`config.mk`:
```
export PLATFORM = sky130hd
export DESIGN_NAME = rank_to_permutation_unit
export DESIGN_NICKNAME = d
export VERILOG_FILES = /design/src/rtp_pkg.sv /design/src/rtp_digit_unit.sv /design/src/rtp_slot_cell.sv /design/src/rank_to_permutation_unit.sv
export SDC_FILE = /design/constraint.sdc
export NUM_CORES = 1
export LEC_CHECK = 0
export BUFFER_PORTS_ARGS = -buffer_cell sky130_fd_sc_hd__buf_2
export CAP_MARGIN = 40
export CORE_ASPECT_RATIO = 0.9
export CORE_MARGIN = 3
export CORE_UTILIZATION = 35
export CTS_CLUSTER_DIAMETER = 50
export DETAILED_ROUTE_END_ITERATION = 12
export HOLD_SLACK_MARGIN = 0.05
export SYNTH_ARGS = -nofsm -noshare
export SYNTH_HDL_FRONTEND = slang
export SYNTH_SLANG_ARGS = --single-unit
```
`constraint.sdc`:
```
create_clock -name clk -period 12.1 [get_ports clk]
set_clock_uncertainty 0.2 [all_clocks]
set_input_delay 1.21 -clock clk [delete_from_list [all_inputs] [get_ports clk]]
set_output_delay 1.21 -clock clk [all_outputs]
set_load 0.03 [all_outputs]
```
`src/rtp_pkg.sv`:
```
// ----------------------------------------------------------------------------
// rtp_pkg
// Shared sizes, constant tables and control types for the rank to
// permutation unit.
// ----------------------------------------------------------------------------
`default_nettype none

package rtp_pkg;

  localparam int PERM_LEN = 8;
  localparam int RANK_W   = 16;
  localparam int IDX_W    = (PERM_LEN > 1) ? $clog2(PERM_LEN) : 1;
  localparam int DIG_W    = IDX_W;
  localparam int CNT_W    = $clog2(PERM_LEN + 1);
  localparam int VAL_W    = $clog2(PERM_LEN + 1);
  localparam int MULT_W   = RANK_W + 1;

  localparam int OUT_INDEX_W = 3;
  localparam int OUT_VALUE_W = 4;

  localparam longint MULT_SAT = longint'(1) << RANK_W;

  typedef logic [PERM_LEN-1:0][MULT_W-1:0] mult_row_t;
  typedef mult_row_t [PERM_LEN:0] mult_tbl_t;

  // row m, entry j: j*(m-1)! for j < m, saturated; unused entries saturated
  function automatic mult_tbl_t build_mult_tbl();
    mult_tbl_t tbl;
    longint    f;
    longint    p;
    tbl = '1;
    f   = 1;
    for (int m = 1; m <= PERM_LEN; m++) begin
      for (int j = 0; j < PERM_LEN; j++) begin
        p = (j < m) ? longint'(j) * f : MULT_SAT;
        if (p > MULT_SAT) p = MULT_SAT;
        tbl[m][j] = MULT_W'(p);
      end
      f = f * longint'(m);
      if (f > MULT_SAT) f = MULT_SAT;
    end
    return tbl;
  endfunction

  function automatic logic [63:0] factorial(input int n);
    logic [63:0] f;
    f = 64'd1;
    for (int i = 2; i <= n; i++) begin
      f = f * 64'(i);
    end
    return f;
  endfunction

  localparam mult_tbl_t   MULT_TBL   = build_mult_tbl();
  localparam logic [63:0] RANK_LIMIT = factorial(PERM_LEN);

  typedef enum logic [1:0] {
    ST_IDLE,
    ST_DIGIT,
    ST_INSERT,
    ST_EMIT
  } state_t;

  typedef enum logic [1:0] {
    CELL_HOLD,
    CELL_INSERT,
    CELL_SHIFT
  } cell_mode_t;

  typedef struct packed {
    cell_mode_t       mode;
    logic [IDX_W-1:0] pos;
    logic [VAL_W-1:0] val;
  } cell_ctrl_t;

  typedef struct packed {
    logic             load;
    logic             step;
    logic [CNT_W-1:0] m;
  } dig_ctrl_t;

endpackage

`default_nettype wire

```
`src/rtp_digit_unit.sv`:
```
// ----------------------------------------------------------------------------
// rtp_digit_unit
// Extracts one mixed-radix digit per cycle while ctrl.step is high, top digit
// first, by comparing the running remainder against constant multiples of (m-1)!.
// ----------------------------------------------------------------------------
`default_nettype none

module rtp_digit_unit (
  input  wire logic                      clk,
  input  wire rtp_pkg::dig_ctrl_t        ctrl,
  input  wire logic [rtp_pkg::RANK_W-1:0] rank,
  output logic      [rtp_pkg::DIG_W-1:0]  digit
);

  logic [rtp_pkg::RANK_W-1:0] rem_r;
  logic [rtp_pkg::RANK_W-1:0] rem_nxt;
  rtp_pkg::mult_row_t         row;

  always_comb begin
    row   = rtp_pkg::MULT_TBL[ctrl.m];
    digit = '0;
    for (int j = 1; j < rtp_pkg::PERM_LEN; j++) begin
      if ({1'b0, rem_r} >= row[j]) digit = digit + rtp_pkg::DIG_W'(1);
    end
    rem_nxt = rem_r - row[digit][rtp_pkg::RANK_W-1:0];
  end

  always_ff @(posedge clk) begin
    if (ctrl.load) begin
      rem_r <= rank;
    end else if (ctrl.step) begin
      rem_r <= rem_nxt;
    end
  end

endmodule

`default_nettype wire

```
`src/rtp_slot_cell.sv`:
```
// ----------------------------------------------------------------------------
// rtp_slot_cell
// One position of the permutation row: holds a value, takes its left neighbor's
// value on a shift or on an insert below it, and the inserted value on an insert at it.
// ----------------------------------------------------------------------------
`default_nettype none

module rtp_slot_cell (
  input  wire logic                       clk,
  input  wire rtp_pkg::cell_ctrl_t        ctrl,
  input  wire logic [rtp_pkg::IDX_W-1:0]  cell_idx,
  input  wire logic [rtp_pkg::VAL_W-1:0]  left_val,
  output logic      [rtp_pkg::VAL_W-1:0]  val
);

  logic [rtp_pkg::VAL_W-1:0] val_r;
  logic [rtp_pkg::VAL_W-1:0] val_nxt;

  always_comb begin
    val_nxt = val_r;
    unique case (ctrl.mode)
      rtp_pkg::CELL_SHIFT: val_nxt = left_val;
      rtp_pkg::CELL_INSERT: begin
        if (cell_idx > ctrl.pos) begin
          val_nxt = left_val;
        end else if (cell_idx == ctrl.pos) begin
          val_nxt = ctrl.val;
        end
      end
      default: val_nxt = val_r;
    endcase
  end

  always_ff @(posedge clk) begin
    val_r <= val_nxt;
  end

  assign val = val_r;

endmodule

`default_nettype wire

```
`src/rank_to_permutation_unit.sv`:
```
// ----------------------------------------------------------------------------
// rank_to_permutation_unit
// Unranks a permutation of 1..PERM_LEN from a 16-bit rank and emits it one
// element per cycle.
// ----------------------------------------------------------------------------
// An item is taken when start is high and busy is low. The unit then extracts
// PERM_LEN digits (one compare-and-subtract step per cycle), inserts values
// 1..PERM_LEN into a shifting row of cells (one insert per cycle), and emits
// PERM_LEN results from the end of that row; the next start is taken in the
// cycle after the last result. Results appear on out_* for one cycle each
// with out_valid high and cannot be held off. A rank of PERM_LEN! or more
// still yields PERM_LEN results, with out_elem_value zero and out_rank_error
// set.
`default_nettype none

module rank_to_permutation_unit (
  input  wire logic                               clk,
  input  wire logic                               rst_n,
  input  wire logic                               start,
  output logic                                    busy,
  input  wire logic [rtp_pkg::RANK_W-1:0]         in_rank,
  output logic                                    out_valid,
  output logic      [rtp_pkg::OUT_INDEX_W-1:0]    out_index,
  output logic      [rtp_pkg::OUT_VALUE_W-1:0]    out_elem_value,
  output logic                                    out_last,
  output logic                                    out_rank_error
);

  localparam int N = rtp_pkg::PERM_LEN;

  rtp_pkg::state_t           state_r, state_nxt;
  logic [rtp_pkg::CNT_W-1:0] cnt_r, cnt_nxt;
  logic                      err_r;
  logic                      accept;

  logic [rtp_pkg::DIG_W-1:0] digit_r [N];
  logic [rtp_pkg::DIG_W-1:0] digit;
  logic [rtp_pkg::IDX_W-1:0] cnt_idx;

  rtp_pkg::dig_ctrl_t        dig_ctrl;
  rtp_pkg::cell_ctrl_t       cell_ctrl;
  logic [rtp_pkg::VAL_W-1:0] cell_val [N];

  logic [rtp_pkg::VAL_W+rtp_pkg::OUT_VALUE_W-1:0] val_ext;
  logic [rtp_pkg::CNT_W+rtp_pkg::OUT_INDEX_W-1:0] idx_ext;

  assign accept  = start && (state_r == rtp_pkg::ST_IDLE);
  assign cnt_idx = rtp_pkg::IDX_W'(cnt_r - rtp_pkg::CNT_W'(1));

  always_comb begin
    state_nxt      = state_r;
    cnt_nxt        = cnt_r;
    dig_ctrl.load  = accept;
    dig_ctrl.step  = 1'b0;
    dig_ctrl.m     = cnt_r;
    cell_ctrl.mode = rtp_pkg::CELL_HOLD;
    cell_ctrl.pos  = digit_r[cnt_idx];
    cell_ctrl.val  = rtp_pkg::VAL_W'(cnt_r);
    unique case (state_r)
      rtp_pkg::ST_IDLE: begin
        if (accept) begin
          state_nxt = rtp_pkg::ST_DIGIT;
          cnt_nxt   = rtp_pkg::CNT_W'(N);
        end
      end
      rtp_pkg::ST_DIGIT: begin
        dig_ctrl.step = 1'b1;
        if (cnt_r == rtp_pkg::CNT_W'(1)) begin
          state_nxt = rtp_pkg::ST_INSERT;
        end else begin
          cnt_nxt = cnt_r - rtp_pkg::CNT_W'(1);
        end
      end
      rtp_pkg::ST_INSERT: begin
        cell_ctrl.mode = rtp_pkg::CELL_INSERT;
        if (cnt_r == rtp_pkg::CNT_W'(N)) begin
          state_nxt = rtp_pkg::ST_EMIT;
          cnt_nxt   = '0;
        end else begin
          cnt_nxt = cnt_r + rtp_pkg::CNT_W'(1);
        end
      end
      rtp_pkg::ST_EMIT: begin
        cell_ctrl.mode = rtp_pkg::CELL_SHIFT;
        if (cnt_r == rtp_pkg::CNT_W'(N - 1)) begin
          state_nxt = rtp_pkg::ST_IDLE;
        end else begin
          cnt_nxt = cnt_r + rtp_pkg::CNT_W'(1);
        end
      end
      default: state_nxt = rtp_pkg::ST_IDLE;
    endcase
  end

  always_ff @(posedge clk) begin
    if (!rst_n) begin
      state_r <= rtp_pkg::ST_IDLE;
      cnt_r   <= '0;
    end else begin
      state_r <= state_nxt;
      cnt_r   <= cnt_nxt;
    end
  end

  always_ff @(posedge clk) begin
    if (accept) begin
      err_r <= (64'(in_rank) >= rtp_pkg::RANK_LIMIT);
    end
    if (dig_ctrl.step) begin
      digit_r[cnt_idx] <= digit;
    end
  end

  rtp_digit_unit u_digit (
    .clk   (clk),
    .ctrl  (dig_ctrl),
    .rank  (in_rank),
    .digit (digit)
  );

  for (genvar i = 0; i < N; i++) begin : g_cell
    rtp_slot_cell u_cell (
      .clk      (clk),
      .ctrl     (cell_ctrl),
      .cell_idx (rtp_pkg::IDX_W'(i)),
      .left_val ((i == 0) ? '0 : cell_val[(i == 0) ? 0 : i - 1]),
      .val      (cell_val[i])
    );
  end

  assign val_ext = {{rtp_pkg::OUT_VALUE_W{1'b0}}, cell_val[N-1]};
  assign idx_ext = {{rtp_pkg::OUT_INDEX_W{1'b0}}, cnt_r};

  assign busy           = (state_r != rtp_pkg::ST_IDLE);
  assign out_valid      = (state_r == rtp_pkg::ST_EMIT);
  assign out_index      = idx_ext[rtp_pkg::OUT_INDEX_W-1:0];
  assign out_elem_value = err_r ? '0 : val_ext[rtp_pkg::OUT_VALUE_W-1:0];
  assign out_last       = out_valid && (cnt_r == rtp_pkg::CNT_W'(N - 1));
  assign out_rank_error = err_r;

  a_accept_starts_digits: assert property (@(posedge clk) disable iff (!rst_n)
    accept |=> (state_r == rtp_pkg::ST_DIGIT) && (cnt_r == rtp_pkg::CNT_W'(N)))
    else $error("accepted item did not start digit extraction");

  a_insert_in_range: assert property (@(posedge clk) disable iff (!rst_n)
    (state_r == rtp_pkg::ST_INSERT) && !err_r |-> ({1'b0, cell_ctrl.pos} < cnt_r))
    else $error("insert position beyond current row length");

  a_index_steps: assert property (@(posedge clk) disable iff (!rst_n)
    out_valid && !out_last |=> out_valid && (out_index == $past(out_index) + 3'd1))
    else $error("result index did not advance by one");

  a_last_ends_burst: assert property (@(posedge clk) disable iff (!rst_n)
    out_last |=> !out_valid && !busy)
    else $error("results continued after last transfer");

endmodule

`default_nettype wire
```
==> results of run 1 <==
## cells by family after synthesis
| logic type | synth area share (%) |
|---|---|
| buf+inv | 4.34 |
| compound gates | 18.8 |
| mux | 8.97 |
| xor+xnor | 3.04 |
| flops | 35.4 |
| fa+ha+maj | 15.7 |
| simple gates | 13.8 |
## metal layers
metal,vias to the layer above,part of all wire [%],track usage [%]
li1,3036,-,-
met1,2954,49,24.7
met2,215,43,24.7
met3,29,6.0,2.63
met4,0,2.0,4.02
met5,-,0,0
## critical path: cells and delay by family, from the launching register on
kind                     cells  cell delay, ns
XOR/XNOR                     5            1.46
AO/OA/AOI/OAI               23            4.65
multiplexers                 2            0.55
AND/OR/NAND/NOR              5            0.74
adder cells (fa/ha/maj)      6            1.73
flip-flops                   1            0.54
buffers and inverters        2            0.57
## layout make-up
class | count | area, um^2
multi-input cells | 619 | 4690
clock inverters | 6 | 83.8
well taps | 291 | 364
clock buffers | 10 | 229
fillers | 2152 | 13300
flip-flops and latches | 101 | 2750
inverters | 51 | 191
repair buffers | 35 | 188
## sequential cells by signal (all words and copies together), names as in the netlist
register	count
g_cell.u_cell.val	32
cnt_r	4
u_digit.rem_r	16
out_rank_error	1
u_digit.row	22
state_r	2
digit_r	24
## through the flow
step | hold slack [ns] | std cells | setup WS, ns | utilization [%] | instance area (um^2)
after floorplan | 0.296 | 801 | 2.92 | - | 7780
after global placement | 0.314 | 1096 | 2.04 | 37.6 | 8190
after detailed placement | 0.326 | 1097 | 1.75 | 37.6 | 8190
after CTS | 0.343 | 1113 | 1.67 | 39.1 | 8500
after global routing | 0.363 | 1113 | 0.697 | 39.1 | 8500
final | 0.339 | 1113 | 1.50 | 39.1 | 8500
## placed cells by master, fill, tap and decap left out, drive strengths merged, types with 5 or more instances in the layout
master and n:
a211oi 15, a21o 21, a21oi 68, a31oi 6
and2 6, and3 7, and4 5, buf 35
clkbuf 10, clkinv 7, dfxtp 28, edfxtp 73
ha 96, inv 49, mux2 28, mux2i 16
mux4 9, nand2 62, nand2b 5, nand3 21
nand4 13, nor2 65, nor2b 10, nor3 20
o211ai 9, o21a 15, o21ai 40, o31ai 5
or3 5, xnor2 12, xor2 9
## final timing paths
kind	from	endpoint	slack [ns]	depth (start not counted)
max reg2reg	u_digit.rem_r[1]$_DFFE_PP_	u_digit.rem_r[15]$_DFFE_PP_	1.50	43
max	u_digit.rem_r[1]$_DFFE_PP_	u_digit.rem_r[15]$_DFFE_PP_	1.50	43
min reg2reg	g_cell[2].u_cell.val[0]$_DFFE_PP_	g_cell[3].u_cell.val[0]$_DFFE_PP_	0.34	2
min	g_cell[2].u_cell.val[0]$_DFFE_PP_	g_cell[3].u_cell.val[0]$_DFFE_PP_	0.34	2
==> metrics.txt, run 1 <==
final hold vios=0; GRT Total Usage=16.4%; fin crit share=87.6%; Iter 0 DRT Violations=a little under 600; area share of the largest cell type after synthesis=28.2%; root buffer cell=clkbuf_16; CP max FO=18; main flop type after synthesis=edfxtp_1; most common cell in the netlist=ha_1; final setup violation count=0; Post-DP HPWL=around 15000 um; htree depth=3; Worst Hold Class=register to register; initial core utilization=35.8%; setup_tns=0 ns; number of synthesized flops with an enable pin=73; Slew HR=39.4%; hold_buf cts=0; die height=around 150 um; CP peak stage delay=0.71 ns; status=finished, final reports clean; Mapped Nets=roughly 900; synth-to-layout area growth=9.23%; Crit path top cell by count=o21a_1; Startpoint Class=register; wire length per cell=17.7 um; Synth area leader=edfxtp_1; RSZ-0062 raised after global routing=false; initial antenna violation count=0; final WL=19700 um; Least-Margin Pin Slew=0.891 ns; fraction of layout cells with a size suffix above 1=12.9%; drt drc=0; Slowest-stage cell, CP=xnor2_2; 1st-pass router iterations=5; Max Slew Vio Count=0; total number of vias=roughly 6200; fraction of registers with async set/reset=0%; Warnings, synthesis=0; number of global-route vias before repair=5751; Post-DRT Antenna Nets=0; critical path data arrival time=10.60 ns; top cells by area, synth=edfxtp_1 28%, ha_1 15%, dfxtp_1 7.2%; synthesized flop and latch total=101; Post-CTS Setup Inserts=0; ANT cells=0; Distinct cells, synth=~80; synthesized cell area=between 7000 and 8000 um^2; Final #Nets=933; Num CTS Buffers=9; Fmax=roughly 94 MHz; routability congestion estimate=0.935; Reg clk slew, reported paths=about 0.080 ns; Cells after Synth=801; largest net degree at the start of global routing=27; I/O Pins=30; CTS Sinks=101; Core ar.=21800 um^2; crit end category=register; post-cts sizing count=0; Tmin final=10.60 ns; Skew-Pair Late Insertion Delay=0.35 ns; total grt overflow=0; register area share after synthesis=a little over a third; TritonCTS clock tree=built; Rows=51; die area=24100 um^2; Avg Synthesized Cell Area=approximately 9.7 um^2; Worst Setup Path Type=register to register; synth cell count leaders=96 x ha_1, 73 x edfxtp_1, 68 x a21oi_1; # Max-Cap Violations=0; chip width=~160 um; first-pass GRT wire length=between 30000 and 40000 um; Via density=5.60; clk buf depth=2; PortBufs=29; CP required=12.09 ns
Power of run 1 is left out: the tool's default activity adds up to more than one toggle a clock period on the data nets, which glitch-free logic cannot reach.
==> run 2: changes to the inputs <==
--- a/config.mk
+++ b/config.mk
@@ -5,9 +5,10 @@
 export SDC_FILE = /design/constraint.sdc
 export NUM_CORES = 1
 export LEC_CHECK = 0
+export ABC_AREA = 1
 export BUFFER_PORTS_ARGS = -buffer_cell sky130_fd_sc_hd__buf_2
 export CAP_MARGIN = 40
-export CORE_ASPECT_RATIO = 0.9
+export CORE_ASPECT_RATIO = 1.25
 export CORE_MARGIN = 3
 export CORE_UTILIZATION = 35
 export CTS_CLUSTER_DIAMETER = 50
==> metrics.txt, run 2 <==
status=finished, final reports clean (unchanged); GRT Total Usage=18.0% (was 16.4%); Avg Synthesized Cell Area=7.63 um^2 (was 9.72 um^2); Reg2Reg Depth=55 (was 43); crit end category=register (unchanged); synthesized flop and latch total=101 (unchanged); initial core utilization=36.0% (was 35.8%); CP required=11.99 ns (was 12.09 ns); number of synthesized flops with an enable pin=73 (unchanged); Distinct cells, synth=57 (was 78); # Max-Cap Violations=0 (unchanged); synthesized cell area=8340 um^2 (was 7780 um^2); CP max FO=20 (was 18); fin crit share=68.9% (was 87.6%); Post-DRT Antenna Nets=0 (unchanged); Worst Setup Path Type=register to register (unchanged); top cells by area, synth=edfxtp_1 26%, ha_1 14%, nand2_1 13% (was edfxtp_1 28%, ha_1 15%, dfxtp_1 7.2%); fraction of layout cells with a size suffix above 1=11.8% (was 12.9%); clk buf depth=2 (unchanged); Reg clk slew, reported paths=0.08 ns (about the same); Rows=62 (was 51); final design utilization=39.0% (was 39.1%); Fmax=120 MHz (was 94.3 MHz); Tmin final=8.34 ns (was 10.60 ns); Cells after Synth=1094 (was 801); wire length per cell=16.3 um (was 17.7 um); number of global-route vias before repair=6996 (was 5751); Slew HR=41.1% (was 39.4%); Num CTS Buffers=9 (unchanged); hold_buf cts=0 (unchanged); most common cell in the netlist=nand2_1 (was ha_1); drt drc=0 (unchanged); TritonCTS clock tree=built (unchanged); final hold vios=0 (unchanged); Warnings, synthesis=0 (unchanged); total grt overflow=0 (unchanged); Slowest-stage cell, CP=ha_1 (was xnor2_2); RSZ-0062 raised after global routing=false (unchanged); Synth area leader=edfxtp_1 (unchanged); chip width=144 um (was 163 um); max reg flops=32 (unchanged); Post-CTS Setup Inserts=0 (unchanged); routability congestion estimate=0.965 (was 0.935); Post-DP HPWL=18100 um (was 15100 um); first-pass GRT wire length=36300 um (was 31400 um); die height=179 um (was 147 um); Multi-input gate area=4980 um^2 (was 4690 um^2); critical path data arrival time=8.23 ns (was 10.60 ns); fraction of registers with async set/reset=0% (unchanged); die area=25700 um^2 (was 24100 um^2); initial antenna violation count=0 (unchanged); Mapped Nets=1210 (was 917); area share of the largest cell type after synthesis=26.3% (was 28.2%); Worst Hold Class=register to register (unchanged); setup_tns=0 ns (unchanged); PortBufs=29 (unchanged); htree depth=3 (unchanged); Filler Cell Count=2410 (was 2152); Least-Margin Pin Slew=0.882 ns (was 0.891 ns); synth-to-layout area growth=8.47% (was 9.23%); Iter 0 DRT Violations=481 (was 594); largest net degree at the start of global routing=25 (was 27); FF+latch area=2750 um^2 (unchanged); Via density=5.26 (was 5.60); ANT cells=0 (unchanged); most common cell after layout, fill and taps aside=nand2_1 (was ha_1); 1st-pass router iterations=5 (unchanged); total number of vias=7402 (was 6234); register area share after synthesis=33.0% (was 35.4%); Crit path top cell by count=nand2_1 (was o21a_1); main flop type after synthesis=edfxtp_1 (unchanged); Startpoint Class=register (unchanged); post-cts sizing count=0 (unchanged); synth cell count leaders=286 x nand2_1, 113 x inv_1, 96 x ha_1, 96 x nor2_1, 90 x a21oi_1 (was 96 x ha_1, 73 x edfxtp_1, 68 x a21oi_1); final setup violation count=0 (unchanged); commonest cells after routing, fill and taps aside=286 x nand2_1, 113 x inv_1, 96 x nor2_1, 96 x ha_1, 90 x a21oi_1 (was 96 x ha_1, 73 x edfxtp_1, 68 x a21oi_1); Core ar.=23200 um^2 (was 21800 um^2); Max Slew Vio Count=0 (unchanged); I/O Pins=30 (unchanged); Skew-Pair Late Insertion Delay=0.35 ns (about the same); CP peak stage delay=0.53 ns (was 0.71 ns); final WL=22900 um (was 19700 um); Final #Nets=1230 (was 933); hold depth=2 (unchanged); CTS Sinks=101 (unchanged); Reg2Reg Setup Slack=3.76 ns (was 1.50 ns); root buffer cell=clkbuf_16 (unchanged)
## run 2: cell count changes after synthesis, moves of 18 or more
cell     change
nand2_1    +224
inv_1       +68
nor2_1      +32
nand3_1     +29
mux2_2      -27
a21oi_1     +22
o21ai_0     +21
a21o_1      -18
## run 2: path summary, 6_finish.rpt
path	from	to
worst max-delay path	u_digit.row[133]$_SDFF_PP0_	u_digit.rem_r[12]$_DFFE_PP_
worst min-delay path	g_cell[6].u_cell.val[0]$_DFFE_PP_	g_cell[7].u_cell.val[0]$_DFFE_PP_
worst max register to register	u_digit.row[133]$_SDFF_PP0_	u_digit.rem_r[12]$_DFFE_PP_
worst min register to register	g_cell[6].u_cell.val[0]$_DFFE_PP_	g_cell[7].u_cell.val[0]$_DFFE_PP_
## run 2: through the flow
| step | worst slack (ns) | area (um^2) | hold WS [ns] | instances |
|---|---|---|---|---|
| after floorplan | 4.96 | 8340 | 0.287 | 1094 |
| after detailed placement | 3.84 | 8720 | 0.315 | 1391 |
| final | 3.76 | 9050 | 0.323 | 1407 |
| after CTS | 3.80 | 9050 | 0.330 | 1407 |
| after global placement | 4.05 | 8720 | 0.303 | 1391 |
| after global routing | 2.85 | 9050 | 0.358 | 1407 |
## run 2: per-layer routing
layer  up-vias  wire length, um  global-route usage [%]
met5         -                0                       0
met4         0              678                    5.69
met3        49             1030                    3.16
met2       204            11200                    31.0
met1      3386             9960                    22.7
li1       3763                -                       -
## run 2: cells by family (layout without fill, tap and decap cells)
logic type	count (synthesis)	in the layout	share of synthesized area, %
buf+inv	148	173	7.29
compound gates	206	206	13.9
flops	101	101	33.0
simple gates	533	533	30.2
xor+xnor	9	9	0.945
fa+ha+maj	97	97	14.6
## run 2: worst max-delay path, delay by kind of cell (launching register included)
kind / cells / cell delay, ns
simple gates: 30 / 3.02
fa+ha+maj: 7 / 2.09
compound gates: 12 / 1.69
buf+inv: 6 / 0.70
flops: 1 / 0.39
## run 2: layout make-up
cell class	count	area share, %
sequential	101	30.4
timing repair buffer	29	1.60
inverter	128	5.31
clock inverter	7	1.15
clock buffer	9	2.49
multi-input combinational	845	55.1
tap	288	3.98
Power of run 2 is left out for the same reason.
